--- config.mk ---
export PLATFORM = sky130hd
export DESIGN_NAME = ambient_brightness_smoother_core
export DESIGN_NICKNAME = d
export VERILOG_FILES = /design/src/hdl/absm_pkg.sv /design/src/hdl/absm_ram.sv /design/src/hdl/absm_div.sv /design/src/hdl/absm_hist.sv /design/src/hdl/ambient_brightness_smoother_core.sv
export SDC_FILE = /design/constraint.sdc
export NUM_CORES = 1
export LEC_CHECK = 0
export ABC_AREA = 1
export BUFFER_PORTS_ARGS = -buffer_cell sky130_fd_sc_hd__buf_2
export CAP_MARGIN = 5
export CORE_MARGIN = 4
export CORE_UTILIZATION = 35
export DETAILED_ROUTE_END_ITERATION = 6
export GPL_TIMING_DRIVEN = 0
export HOLD_SLACK_MARGIN = 0.15
export PLACE_DENSITY_LB_ADDON = 0.1
export SLEW_MARGIN = 5
export SYNTH_ARGS = -nofsm -noshare
export SYNTH_HDL_FRONTEND = slang
export SYNTH_SLANG_ARGS = --single-unit
--- constraint.sdc ---
create_clock -name clk -period 9.8 [get_ports clk]
set_input_delay 0.98 -clock clk [delete_from_list [all_inputs] [get_ports clk]]
set_output_delay 0.98 -clock clk [all_outputs]
set_load 0.02 [all_outputs]
--- src/hdl/absm_pkg.sv ---
// shared constants, codes and interface types of the ambient brightness smoother
`default_nettype none
package absm_pkg;

	localparam int WINDOW_MAX  = 16;
	localparam int SAMPLE_BITS = 16;

	localparam int LEVEL_W    = 16;
	localparam int PCT_W      = 7;
	localparam int WIN_CFG_W  = 5;
	localparam int BRIGHT_W   = 17;
	localparam int CFG_W      = 16;
	localparam int CFG_IDX_W  = 3;
	localparam int FRAC_BITS  = 16;
	localparam int PCT_FULL   = 100;
	localparam int PCT_TWICE  = 2 * PCT_FULL;
	localparam int FULL_Q16   = 65536;

	localparam int IDX_W   = $clog2(WINDOW_MAX);
	localparam int CNT_W   = $clog2(WINDOW_MAX + 1);
	localparam int SUM_W   = $clog2(PCT_FULL * WINDOW_MAX + 1);
	localparam int CMP_W   = (SAMPLE_BITS > LEVEL_W) ? SAMPLE_BITS : LEVEL_W;
	localparam int WCMP_W  = (CNT_W > WIN_CFG_W) ? CNT_W : WIN_CFG_W;
	localparam int NUM1_W  = LEVEL_W + 8;
	localparam int DEN1_W  = LEVEL_W + 1;
	localparam int NUM2_W  = SUM_W + FRAC_BITS;
	localparam int NUM_W   = (NUM1_W > NUM2_W) ? NUM1_W : NUM2_W;
	localparam int DEN_W   = (DEN1_W > SUM_W) ? DEN1_W : SUM_W;
	localparam int STEP_W  = $clog2(NUM_W + 1);

	typedef enum logic [CFG_IDX_W-1:0] {
		REG_ENABLE = 3'd0,
		REG_LOW    = 3'd1,
		REG_HIGH   = 3'd2,
		REG_FLOOR  = 3'd3,
		REG_WINDOW = 3'd4
	} cfg_reg_t;

	typedef enum logic [3:0] {
		ST_IDLE,
		ST_CLAMP,
		ST_NUMER,
		ST_DIV1,
		ST_FLOOR,
		ST_HIST,
		ST_SUM,
		ST_DIVB,
		ST_DIV2,
		ST_OUT
	} state_t;

	typedef struct packed {
		logic             start;
		logic [NUM_W-1:0] num;
		logic [DEN_W-1:0] den;
	} div_req_t;

	typedef struct packed {
		logic             done;
		logic [NUM_W-1:0] quot;
	} div_rsp_t;

	typedef struct packed {
		logic             start;
		logic [PCT_W-1:0] pct;
		logic [CNT_W-1:0] win;
	} hist_req_t;

	typedef struct packed {
		logic             done;
		logic [SUM_W-1:0] sum;
		logic [CNT_W-1:0] count;
	} hist_rsp_t;

endpackage
`default_nettype wire

--- src/hdl/absm_ram.sv ---
// generic single write port ram with registered read
`default_nettype none
module absm_ram #(
	parameter int WIDTH = 8,
	parameter int DEPTH = 16
) (
	input  wire logic                     clk,
	input  wire logic                     we,
	input  wire logic [$clog2(DEPTH)-1:0] waddr,
	input  wire logic [WIDTH-1:0]         wdata,
	input  wire logic [$clog2(DEPTH)-1:0] raddr,
	output logic      [WIDTH-1:0]         rdata
);

	logic [WIDTH-1:0] mem_q [DEPTH];

	always_ff @(posedge clk) begin
		if (we) begin
			mem_q[waddr] <= wdata;
		end
		rdata <= mem_q[raddr];
	end

endmodule
`default_nettype wire

--- src/hdl/absm_div.sv ---
// bit-serial restoring divider, one quotient bit per cycle
`default_nettype none
module absm_div
	import absm_pkg::*;
(
	input  wire logic     clk,
	input  wire logic     arst_n,
	input  wire div_req_t req,
	output div_rsp_t      rsp
);

	logic              busy_q;
	logic              done_q;
	logic [STEP_W-1:0] step_q;
	logic [NUM_W-1:0]  num_q;
	logic [NUM_W-1:0]  quot_q;
	logic [DEN_W-1:0]  den_q;
	logic [DEN_W-1:0]  rem_q;
	logic [DEN_W:0]    trial;
	logic [DEN_W:0]    diff;
	logic              ge;

	assign trial = {rem_q, num_q[NUM_W-1]};
	assign diff  = trial - {1'b0, den_q};
	assign ge    = trial >= {1'b0, den_q};

	always_ff @(posedge clk or negedge arst_n) begin
		if (!arst_n) begin
			busy_q <= 1'b0;
			done_q <= 1'b0;
			step_q <= '0;
		end else begin
			done_q <= 1'b0;
			if (req.start) begin
				busy_q <= 1'b1;
				step_q <= STEP_W'(NUM_W);
			end else if (busy_q) begin
				step_q <= step_q - 1'b1;
				if (step_q == STEP_W'(1)) begin
					busy_q <= 1'b0;
					done_q <= 1'b1;
				end
			end
		end
	end

	always_ff @(posedge clk) begin
		if (req.start) begin
			num_q <= req.num;
			den_q <= req.den;
			rem_q <= '0;
		end else if (busy_q) begin
			num_q  <= {num_q[NUM_W-2:0], 1'b0};
			quot_q <= {quot_q[NUM_W-2:0], ge};
			rem_q  <= ge ? diff[DEN_W-1:0] : trial[DEN_W-1:0];
		end
	end

	assign rsp.done = done_q;
	assign rsp.quot = quot_q;

endmodule
`default_nettype wire

--- src/hdl/absm_hist.sv ---
// reading history: ring store, fill count and serial window sum
`default_nettype none
module absm_hist
	import absm_pkg::*;
(
	input  wire logic      clk,
	input  wire logic      arst_n,
	input  wire hist_req_t req,
	output hist_rsp_t      rsp
);

	logic [IDX_W-1:0] newest_q;
	logic [CNT_W-1:0] count_q;
	logic [CNT_W-1:0] rd_left_q;
	logic [IDX_W-1:0] rd_addr_q;
	logic             busy_q;
	logic             pend_q;
	logic             done_q;
	logic [SUM_W-1:0] sum_q;
	logic [IDX_W-1:0] next_slot;
	logic [CNT_W-1:0] next_count;
	logic [IDX_W-1:0] prev_addr;
	logic [PCT_W-1:0] rd_data;

	assign next_slot  = (newest_q == IDX_W'(WINDOW_MAX - 1)) ? '0 : newest_q + 1'b1;
	assign next_count = (count_q >= req.win) ? req.win : count_q + 1'b1;
	assign prev_addr  = (rd_addr_q == '0) ? IDX_W'(WINDOW_MAX - 1) : rd_addr_q - 1'b1;

	absm_ram #(
		.WIDTH(PCT_W),
		.DEPTH(WINDOW_MAX)
	) u_ram (
		.clk  (clk),
		.we   (req.start),
		.waddr(next_slot),
		.wdata(req.pct),
		.raddr(rd_addr_q),
		.rdata(rd_data)
	);

	always_ff @(posedge clk or negedge arst_n) begin
		if (!arst_n) begin
			newest_q  <= '0;
			count_q   <= '0;
			rd_left_q <= '0;
			rd_addr_q <= '0;
			busy_q    <= 1'b0;
			pend_q    <= 1'b0;
			done_q    <= 1'b0;
		end else begin
			done_q <= 1'b0;
			if (req.start) begin
				newest_q  <= next_slot;
				count_q   <= next_count;
				rd_left_q <= next_count;
				rd_addr_q <= next_slot;
				busy_q    <= 1'b1;
				pend_q    <= 1'b0;
			end else if (busy_q) begin
				if (rd_left_q != '0) begin
					rd_addr_q <= prev_addr;
					rd_left_q <= rd_left_q - 1'b1;
					pend_q    <= 1'b1;
				end else begin
					pend_q <= 1'b0;
					if (!pend_q) begin
						busy_q <= 1'b0;
						done_q <= 1'b1;
					end
				end
			end
		end
	end

	always_ff @(posedge clk) begin
		if (req.start) begin
			sum_q <= '0;
		end else if (busy_q && pend_q) begin
			sum_q <= sum_q + SUM_W'(rd_data);
		end
	end

	assign rsp.done  = done_q;
	assign rsp.sum   = sum_q;
	assign rsp.count = count_q;

endmodule
`default_nettype wire

--- src/hdl/ambient_brightness_smoother_core.sv ---
// top level: config registers, sequencer and scaling datapath
//
//   channel   signals                               direction
//   input     in_valid, in_ready, sensor_sample     sample beat in
//   output    out_valid, out_ready, brightness,     result beat out
//             scaled_percent
//   config    cfg_write, cfg_index, cfg_data        register write, no wait
//
// one sample at a time; a beat is made of two passes of the 27-step serial divider
// with the history sum between them
// disabled beats skip the history pass and the second divide
// an empty range skips the first divide
// a new sample is taken while the previous result waits in the output register
// reset clears the sequencer, history pointers and config to their defaults
`default_nettype none
module ambient_brightness_smoother_core
	import absm_pkg::*;
(
	input  wire logic                   clk,
	input  wire logic                   arst_n,
	input  wire logic                   in_valid,
	output logic                        in_ready,
	input  wire logic [SAMPLE_BITS-1:0] sensor_sample,
	output logic                        out_valid,
	input  wire logic                   out_ready,
	output logic      [BRIGHT_W-1:0]    brightness,
	output logic      [PCT_W-1:0]       scaled_percent,
	input  wire logic                   cfg_write,
	input  wire logic [CFG_IDX_W-1:0]   cfg_index,
	input  wire logic [CFG_W-1:0]       cfg_data
);

	state_t state_q;
	state_t state_d;

	logic                 enable_q;
	logic [LEVEL_W-1:0]   low_q;
	logic [LEVEL_W-1:0]   high_q;
	logic [PCT_W-1:0]     floor_q;
	logic [WIN_CFG_W-1:0] window_q;

	logic [SAMPLE_BITS-1:0] samp_q;
	logic [LEVEL_W-1:0]     d_q;
	logic [LEVEL_W-1:0]     span_q;
	logic                   range_ok_q;
	logic [PCT_W-1:0]       raw_pct_q;
	logic [PCT_W-1:0]       pct_q;
	logic [SUM_W-1:0]       sum_q;
	logic [CNT_W-1:0]       cnt_q;
	logic [BRIGHT_W-1:0]    bright_q;
	logic [BRIGHT_W-1:0]    brightness_q;
	logic [PCT_W-1:0]       scaled_q;
	logic                   out_valid_q;

	logic [CMP_W-1:0]  v_c;
	logic [CMP_W-1:0]  lo_c;
	logic [CMP_W-1:0]  hi_c;
	logic [CMP_W-1:0]  vc_c;
	logic [PCT_W-1:0]  fl_c;
	logic [PCT_W-1:0]  pct_c;
	logic [WCMP_W-1:0] w_ext;
	logic [CNT_W-1:0]  w_c;
	logic              win_gt1;
	logic              out_load;

	div_req_t  div_req;
	div_rsp_t  div_rsp;
	hist_req_t hist_req;
	hist_rsp_t hist_rsp;

	absm_div u_div (
		.clk   (clk),
		.arst_n(arst_n),
		.req   (div_req),
		.rsp   (div_rsp)
	);

	absm_hist u_hist (
		.clk   (clk),
		.arst_n(arst_n),
		.req   (hist_req),
		.rsp   (hist_rsp)
	);

	// clamp, floor and window limit
	assign v_c   = CMP_W'(samp_q);
	assign lo_c  = CMP_W'(low_q);
	assign hi_c  = CMP_W'(high_q);
	assign vc_c  = (v_c < lo_c) ? lo_c : ((v_c > hi_c) ? hi_c : v_c);
	assign fl_c  = (floor_q > PCT_W'(PCT_FULL)) ? PCT_W'(PCT_FULL) : floor_q;
	assign pct_c = (raw_pct_q < fl_c) ? fl_c : raw_pct_q;
	assign w_ext = (WCMP_W'(window_q) > WCMP_W'(WINDOW_MAX)) ?
		WCMP_W'(WINDOW_MAX) : WCMP_W'(window_q);
	assign w_c     = CNT_W'(w_ext);
	assign win_gt1 = w_ext > WCMP_W'(1);

	always_ff @(posedge clk or negedge arst_n) begin
		if (!arst_n) begin
			enable_q <= 1'b0;
			low_q    <= '0;
			high_q   <= LEVEL_W'(4095);
			floor_q  <= PCT_W'(10);
			window_q <= WIN_CFG_W'(1);
		end else if (cfg_write) begin
			unique case (cfg_reg_t'(cfg_index))
				REG_ENABLE: enable_q <= cfg_data[0];
				REG_LOW:    low_q    <= cfg_data[LEVEL_W-1:0];
				REG_HIGH:   high_q   <= cfg_data[LEVEL_W-1:0];
				REG_FLOOR:  floor_q  <= cfg_data[PCT_W-1:0];
				REG_WINDOW: window_q <= cfg_data[WIN_CFG_W-1:0];
				default: ;
			endcase
		end
	end

	always_ff @(posedge clk or negedge arst_n) begin
		if (!arst_n) begin
			state_q     <= ST_IDLE;
			out_valid_q <= 1'b0;
		end else begin
			state_q <= state_d;
			if (out_load) begin
				out_valid_q <= 1'b1;
			end else if (out_ready) begin
				out_valid_q <= 1'b0;
			end
		end
	end

	always_comb begin
		state_d = state_q;
		unique case (state_q)
			ST_IDLE: begin
				if (in_valid) state_d = ST_CLAMP;
			end
			ST_CLAMP: state_d = ST_NUMER;
			ST_NUMER: state_d = range_ok_q ? ST_DIV1 : ST_FLOOR;
			ST_DIV1: begin
				if (div_rsp.done) state_d = ST_FLOOR;
			end
			ST_FLOOR: begin
				if (!enable_q) state_d = ST_OUT;
				else if (win_gt1) state_d = ST_HIST;
				else state_d = ST_DIVB;
			end
			ST_HIST: state_d = ST_SUM;
			ST_SUM: begin
				if (hist_rsp.done) state_d = ST_DIVB;
			end
			ST_DIVB: state_d = ST_DIV2;
			ST_DIV2: begin
				if (div_rsp.done) state_d = ST_OUT;
			end
			ST_OUT: begin
				if (!out_valid_q || out_ready) state_d = ST_IDLE;
			end
			default: state_d = ST_IDLE;
		endcase
	end

	always_comb begin
		in_ready      = state_q == ST_IDLE;
		out_load      = (state_q == ST_OUT) && (!out_valid_q || out_ready);
		div_req.start = 1'b0;
		div_req.num   = '0;
		div_req.den   = '0;
		hist_req.start = state_q == ST_HIST;
		hist_req.pct   = pct_q;
		hist_req.win   = w_c;
		unique case (state_q)
			ST_NUMER: begin
				div_req.start = range_ok_q;
				div_req.num   = NUM_W'(NUM1_W'(d_q) * NUM1_W'(PCT_TWICE) + NUM1_W'(span_q));
				div_req.den   = DEN_W'({span_q, 1'b0});
			end
			ST_DIVB: begin
				div_req.start = 1'b1;
				div_req.num   = NUM_W'({sum_q, {FRAC_BITS{1'b0}}});
				div_req.den   = DEN_W'(DEN_W'(cnt_q) * DEN_W'(PCT_FULL));
			end
			default: ;
		endcase
	end

	always_ff @(posedge clk) begin
		if (in_valid && in_ready) begin
			samp_q <= sensor_sample;
		end
		case (state_q)
			ST_CLAMP: begin
				d_q        <= LEVEL_W'(vc_c - lo_c);
				span_q     <= high_q - low_q;
				range_ok_q <= high_q > low_q;
			end
			ST_NUMER: begin
				if (!range_ok_q) raw_pct_q <= '0;
			end
			ST_DIV1: begin
				if (div_rsp.done) raw_pct_q <= div_rsp.quot[PCT_W-1:0];
			end
			ST_FLOOR: begin
				pct_q    <= pct_c;
				sum_q    <= SUM_W'(pct_c);
				cnt_q    <= CNT_W'(1);
				bright_q <= BRIGHT_W'(FULL_Q16);
			end
			ST_SUM: begin
				if (hist_rsp.done) begin
					sum_q <= hist_rsp.sum;
					cnt_q <= hist_rsp.count;
				end
			end
			ST_DIV2: begin
				if (div_rsp.done) bright_q <= div_rsp.quot[BRIGHT_W-1:0];
			end
			default: ;
		endcase
		if (out_load) begin
			brightness_q <= bright_q;
			scaled_q     <= pct_q;
		end
	end

	assign out_valid      = out_valid_q;
	assign brightness     = brightness_q;
	assign scaled_percent = scaled_q;

endmodule
`default_nettype wire

# [Yosys cells after proc, flatten, opt, wreduce, memory -nomap -nowiden]
# Memories as Yosys holds them, arrays and structs flattened. A register that Yosys moved wholly into a read port is not among the register bits.
# Cells that the tools add are included.
[word_totals] mem_count=1 register_bits=287 output_inout_bits=26 word_cells=163 ram_bits=112 input_bits=40
[memory_table] memory="u_hist.u_ram.mem_q" depth=16 width=7 rd=1 rd_clocked_by_memory_dff=1 wr=1 line_no="absm_ram.sv:15" source="logic [WIDTH-1:0] mem_q [DEPTH];"
[op_classes] muxes=59 n_reduce_logical=27 magnitude_cmp=9 eq_ne=21 bitwise=1 n_mul=2 n_addsub=10
[op_table] op="case mux 45 bit (2 select lines)" n=1
[op_table] op="two-way mux 27 bit" n=2
[op_table] op="two-way mux 4 bit" n=11
[op_table] op="two-way mux 5 bit" n=8
[op_table] op="case mux 4 bit (10 select lines)" n=1
[op_table] op="two-way mux 17 bit" n=2
[op_table] op="case mux 17 bit (2 select lines)" n=1
[op_table] op="> comparator 16 bit" n=2
[op_table] op="two-way mux 16 bit" n=2
[op_table] op="subtractor 16 bit" n=2
[op_table] op="two-way mux 7 bit" n=4
[op_table] op="adder 24 x 16 -> 25 bit" n=1
[op_table] op="case mux 11 bit (2 select lines)" n=1
[op_table] op="multiplier 16 x 5 -> 21 bit (second input constant)" n=1
[op_table] op="two-way mux 1 bit" n=21
[op_table] op="greater-or-equal comparator 18 x 17 -> 1 bit" n=1
[op_table] op="AND reduction 2 bit" n=9
[op_table] op="subtractor 17 bit" n=1
[op_table] op="== test 4 x 3 -> 1 bit (second input constant)" n=4
[op_table] op="less-than comparator 16 bit" n=1
[op_table] op="case mux 7 bit (2 select lines)" n=1
[op_table] op="nonzero test 2 bit" n=7
[op_table] op="== test 4 bit (second input constant)" n=3
[op_table] op="adder 11 x 7 -> 11 bit" n=1
[op_table] op="31 further kinds" n=41

# [Depth between registers and ports, before layout]
[depth] word_depth=6 ltp_mapped=24

# [Hierarchy]
# From an unflattened synthesis, not the netlist that was laid out.
[unflattened] hier_cells=2736 area_unflattened_um2=24040.6
[modules_own_cells] module="ambient_brightness_smoother_core" instances=1 area_each_um2=12060.3 cells_per_inst=1421
[modules_own_cells] module="absm_ram" instances=1 area_each_um2=5034.8 cells_per_inst=485
[modules_own_cells] module="absm_div" instances=1 area_each_um2=4888.4 cells_per_inst=554
[modules_own_cells] module="absm_hist" instances=1 area_each_um2=2057.0 cells_per_inst=276

# [Worst setup path before layout]
# No wires, ideal clock.
[synth_path] path_kind="register -> register" startpoint="register d_q[6]" endpoint="register u_div.num_q[23] (data pin)" path_stages_with_launch=24 n_path_buf=0 arrival_time_ns=3.588 required_time_ns=9.547 setup_slack_ns=5.959 period_less_slack_ns=3.841 cell_sequence="edfxtp_1 > ha_1 > ha_1 > inv_1 > fa_1 > inv_1 > ha_1 > nand2_2 > inv_1 > nand2_1 > nand2_1 > inv_1 > nand2_1 > xor2_1 > ha_1 > nand2_1 > nor2_1 > nand4_1 > nand2_1 > nand3_2 > a21oi_1 > nand3_1 > nand3_1 > nand2_1"
[synth_via] elab_chain_cells=4
[synth_rtl] element="start, declared" line_no="ambient_brightness_smoother_core.sv:43" source="logic [LEVEL_W-1:0] d_q;"
[synth_rtl] element="start signal, assigned" line_no="ambient_brightness_smoother_core.sv:191" source="d_q <= LEVEL_W'(vc_c - lo_c);"
[synth_rtl] element="multiplier 16 x 5 -> 21 bit" line_no="ambient_brightness_smoother_core.sv:173" source="div_req.num = NUM_W'(NUM1_W'(d_q) * NUM1_W'(PCT_TWICE) + NUM1_W'(span_q));"
[synth_rtl] element="adder 24 x 16 -> 25 bit" line_no="ambient_brightness_smoother_core.sv:173"
[synth_rtl] element="case mux 45 bit (2 select lines)" line_no="ambient_brightness_smoother_core.sv:170" source="unique case (state_q)"
[synth_rtl] element="two-way mux 27 bit" line_no="absm_div.sv:48" source="if (req.start) begin"
[synth_rtl] element="end signal, assigned" line_no="absm_div.sv:49" source="num_q <= req.num;"
[synth_rtl] element="end signal, assigned" line_no="absm_div.sv:53" source="num_q <= {num_q[NUM_W-2:0], 1'b0};"
[synth_rtl] element="end, declared" line_no="absm_div.sv:15" source="logic [NUM_W-1:0] num_q;"
# Every way passes these cells.
# A chain may end at the register's enable or synchronous reset.

# [Final worst setup path]
# Ends and elaborated chain as after synthesis.

==> results.txt <==
- The worst hold path belongs to the class in -> async.
- Clock-pin slew of the registers on the worst-case setup and hold paths: 0.06 ns
* Flop and latch count out of synthesis: 405
* Die H: 262.4 um
* Number of max-slew violations in the final report: 0
- TritonCTS built the clock tree.
- Detail-routed via count per cell: 4.896
- # nets final: 2,791
- The worst setup path is captured at a register.
* Ranking of synthesized cells by area: sky130_fd_sc_hd__edfxtp_1 39%, sky130_fd_sc_hd__ha_1 11%, sky130_fd_sc_hd__nand2_1 7.7%, sky130_fd_sc_hd__dfrtp_1 7.0%, sky130_fd_sc_hd__inv_1 5.7%
* CTS Hold Buffers Added: 0
- Dividing the final minimum period by the clock period gives 0.4470.
* Kind of critical path: reg -> reg
* Timing-limited maximum frequency: 228.3 MHz
- The number of antenna violations at the first check in global routing is 0.
- The clock reaches the later pin of the worst-skew pair after 0.60 ns.
- The worst register-to-register path begins at d_q[6].
- In this run the count of I/O pins placed on the die edge is 66.
* Area of the die: 0.06886 sq mm
- Routed wire length: 60,460 um
- Area growth syn-to-layout: 14.18%
- Clock tree synthesis inserted a total of 48 buffers.
- CTS saw 405 sinks.
* H-tree levels: 2
* Detailed-route via count: 16,820
* Detailed Routing Iterations Pass 1: 5
* Maximum number of pins on one net before global-route repair: 52
- Setup violations remaining at the end of the flow were counted as 0.
- In this run the clock root is driven by a sky130_fd_sc_hd__clkbuf_16.
- For the pin with the worst max-slew slack, the measured transition is 0.9807 ns.
* Std-Cell Core Area: 0.06423 sq mm
- Ranked by instance count, the synthesized netlist is headed by 467 x sky130_fd_sc_hd__nand2_1, 345 x sky130_fd_sc_hd__inv_1, 292 x sky130_fd_sc_hd__edfxtp_1.
- Distinct cells, synth: 56
* Result of the run: completed
* Gp weighted congestion: 0.8661
- Counting every instance in the synthesized netlist gives 2,422.
- In the post-synthesis netlist, the cell with the most instances is sky130_fd_sc_hd__nand2_1.
- Of all cell types, the one taking the most synthesized area is sky130_fd_sc_hd__edfxtp_1.
* Max-Slew Margin vs Limit: 0.3438
* Layout cells sized above 1: 0.09260
- For this run, the leading register cell type out of synthesis is sky130_fd_sc_hd__edfxtp_1.
- After floorplanning, the core was divided into 93 placement rows.
- After detailed routing, the number of remaining DRC violations is 0.
- # Post-CTS Setup Buffers: 0
- Post-synth top area share: 0.3871
- STA puts the critical path data arrival time at 4.70 ns.
- After synthesis, the share of flip-flops with an asynchronous set or reset is 0.1926.
- Setup skew after layout: 0.02874 ns
- Half-perimeter wire length of the detailed placement result: 45,970 um
- After routing, the total negative slack on setup checks comes to 0 ns.
* Synthesized Nets: 2,670
* Initial core utilization: 0.3527
- Setup repair after global routing missed its margin: false
- Tot GR Track Use: 0.1736
* Overall overflow remaining after global route: 0
- Fill cells in the final layout number 6,424.
* Max-capacitance violation count: 0
- The share of the Yosys chip area taken by registers is 0.5050.
* Number of diodes added for antenna fixing: 0
* Synth Cell Area: 0.02265 sq mm
- Quantity of I/O buffers inserted on ports: 65
* Synthesized area per cell: 9.354 sq um
- The number of hold-slack violations in the final timing report came to 0.
- Min cycle time layout: 4.380 ns
- WL/cell: 17.60 um
- The first routing iteration left 1,011 violations.
* Count of flip-flops with a built-in enable after synthesis: 292
- Data required time of the worst path: 10.12 ns
- Critical Path Start: d_q[6]
- The Yosys step of the flow raised 0 warnings.
* Post-DRT Antenna Nets: 0
* Vias in the first global route: 16,900
- Counting along the longest clock path gives a buffer depth of 3.
* Resized Gates After CTS: 0
- The die is 262.4 um wide.
* Startpoint class of the critical path: register
* Highest net fanout along the worst path: 6
- The first global-routing pass estimated 95,820 um of wire.
worst max-delay path, stage by stage (launching register included):
cell and delay (ns):
sky130_fd_sc_hd__edfxtp_1 0.45, sky130_fd_sc_hd__ha_1 0.33, sky130_fd_sc_hd__ha_1 0.28, sky130_fd_sc_hd__inv_1 0.05, sky130_fd_sc_hd__fa_1 0.49, sky130_fd_sc_hd__inv_1 0.04
sky130_fd_sc_hd__ha_1 0.38, sky130_fd_sc_hd__nand2_2 0.12, sky130_fd_sc_hd__inv_1 0.04, sky130_fd_sc_hd__nand2_1 0.06, sky130_fd_sc_hd__nand2_1 0.06, sky130_fd_sc_hd__inv_1 0.05
sky130_fd_sc_hd__nand2_1 0.08, sky130_fd_sc_hd__xor2_1 0.17, sky130_fd_sc_hd__ha_1 0.38, sky130_fd_sc_hd__nand2_1 0.09, sky130_fd_sc_hd__nor2_1 0.14, sky130_fd_sc_hd__nand4_1 0.10
sky130_fd_sc_hd__nand2_1 0.18, sky130_fd_sc_hd__nand3_2 0.11, sky130_fd_sc_hd__a21oi_1 0.21, sky130_fd_sc_hd__nand3_1 0.10, sky130_fd_sc_hd__nand3_1 0.14, sky130_fd_sc_hd__nand2_1 0.06
sequential cells by signal, indices dropped and copies added (netlist names), 7 cells and up:
name	cells
u_div.rem_q	17
raw_pct_q	7
u_hist.u_ram.mem_q	112
u_hist.sum_q	11
scaled_percent	7
bright_q	17
floor_q	7
u_div.num_q	27
span_q	16
pct_q	7
brightness	17
u_hist.u_ram.rdata	7
u_div.quot_q	17
sum_q	11
hi_c	16
u_div.den_q	16
samp_q	16
lo_c	16
d_q	16
cell families after synthesis:
group,count (synthesis),share of synthesized area
buf+inv,418,0.07086
xor+xnor,70,0.02706
flops,405,0.5050
compound gates,429,0.1065
fa+ha+maj,208,0.1205
simple gates,892,0.1701
layer usage:
layer | wire length [um] | up-vias | track usage | part of all wire
met5 | 0 | - | 0 | 0
met4 | 1555 | 0 | 0.04675 | 0.026
met3 | 2116 | 84 | 0.02416 | 0.035
met2 | 27690 | 303 | 0.2837 | 0.46
met1 | 29100 | 8004 | 0.2433 | 0.48
li1 | - | 8433 | - | -
metrics by stage:
step                  util  worst slack (ns)  hold slack (ns)  cells  area (sq um)
CTS                 0.4023             5.324           0.3050   3435         25840
global route        0.4027             5.037           0.3269   3436         25870
global placement    0.3744             5.336           0.4064   3342         24050
finish              0.4027             5.420           0.3211   3436         25870
floorplan                -             5.959           0.4003   2422         22650
detailed placement  0.3760             5.363           0.4045   3347         24150
final timing paths:
path                            cells past startpoint                  to  slack [ns]
worst max-delay path                               23     u_div.num_q[23]        5.42
worst min-delay path                                1  u_hist.newest_q[1]        0.32
worst max register to register                     23     u_div.num_q[23]        5.42
worst min register to register                      0      brightness[16]        0.41
max in group asynchronous                           2            hi_c[11]        8.81
min in group clk                                    0      brightness[16]        0.41
placed cells by master, fill, tap and decap left out, types with 12 or more instances in the layout:
master and instances:
sky130_fd_sc_hd__nand2_1 467, sky130_fd_sc_hd__inv_1 344, sky130_fd_sc_hd__edfxtp_1 292, sky130_fd_sc_hd__ha_1 191, sky130_fd_sc_hd__nor2_1 184, sky130_fd_sc_hd__o21ai_0 174
sky130_fd_sc_hd__a21oi_1 133, sky130_fd_sc_hd__nand3_1 116, sky130_fd_sc_hd__buf_2 78, sky130_fd_sc_hd__dfrtp_1 63, sky130_fd_sc_hd__xor2_1 51, sky130_fd_sc_hd__clkbuf_16 49
sky130_fd_sc_hd__clkbuf_1 45, sky130_fd_sc_hd__nand4_1 40, sky130_fd_sc_hd__dfxtp_1 35, sky130_fd_sc_hd__o21ai_1 27, sky130_fd_sc_hd__nor3_1 24, sky130_fd_sc_hd__xnor2_1 19
sky130_fd_sc_hd__fa_1 17, sky130_fd_sc_hd__clkinv_1 15, sky130_fd_sc_hd__dfstp_2 15, sky130_fd_sc_hd__a31oi_1 14, sky130_fd_sc_hd__nand2_2 13, sky130_fd_sc_hd__inv_2 12
sky130_fd_sc_hd__o221ai_1 12
layout make-up:
class | count | area [sq um] | share of cell area
flip-flops and latches | 405 | 11440 | 0.4423
multi-input cells | 1599 | 9618 | 0.3718
inverters | 361 | 1355 | 0.05239
clock buffers | 59 | 1294 | 0.05002
well taps | 855 | 1070 | 0.04136
repair buffers | 71 | 444.2 | 0.01717
clock inverters | 29 | 395.4 | 0.01529
plain buffers | 57 | 250.2 | 0.009674
Power is left out: the tool's default activity adds up to more than one toggle a clock period on the data nets, which glitch-free logic cannot reach.
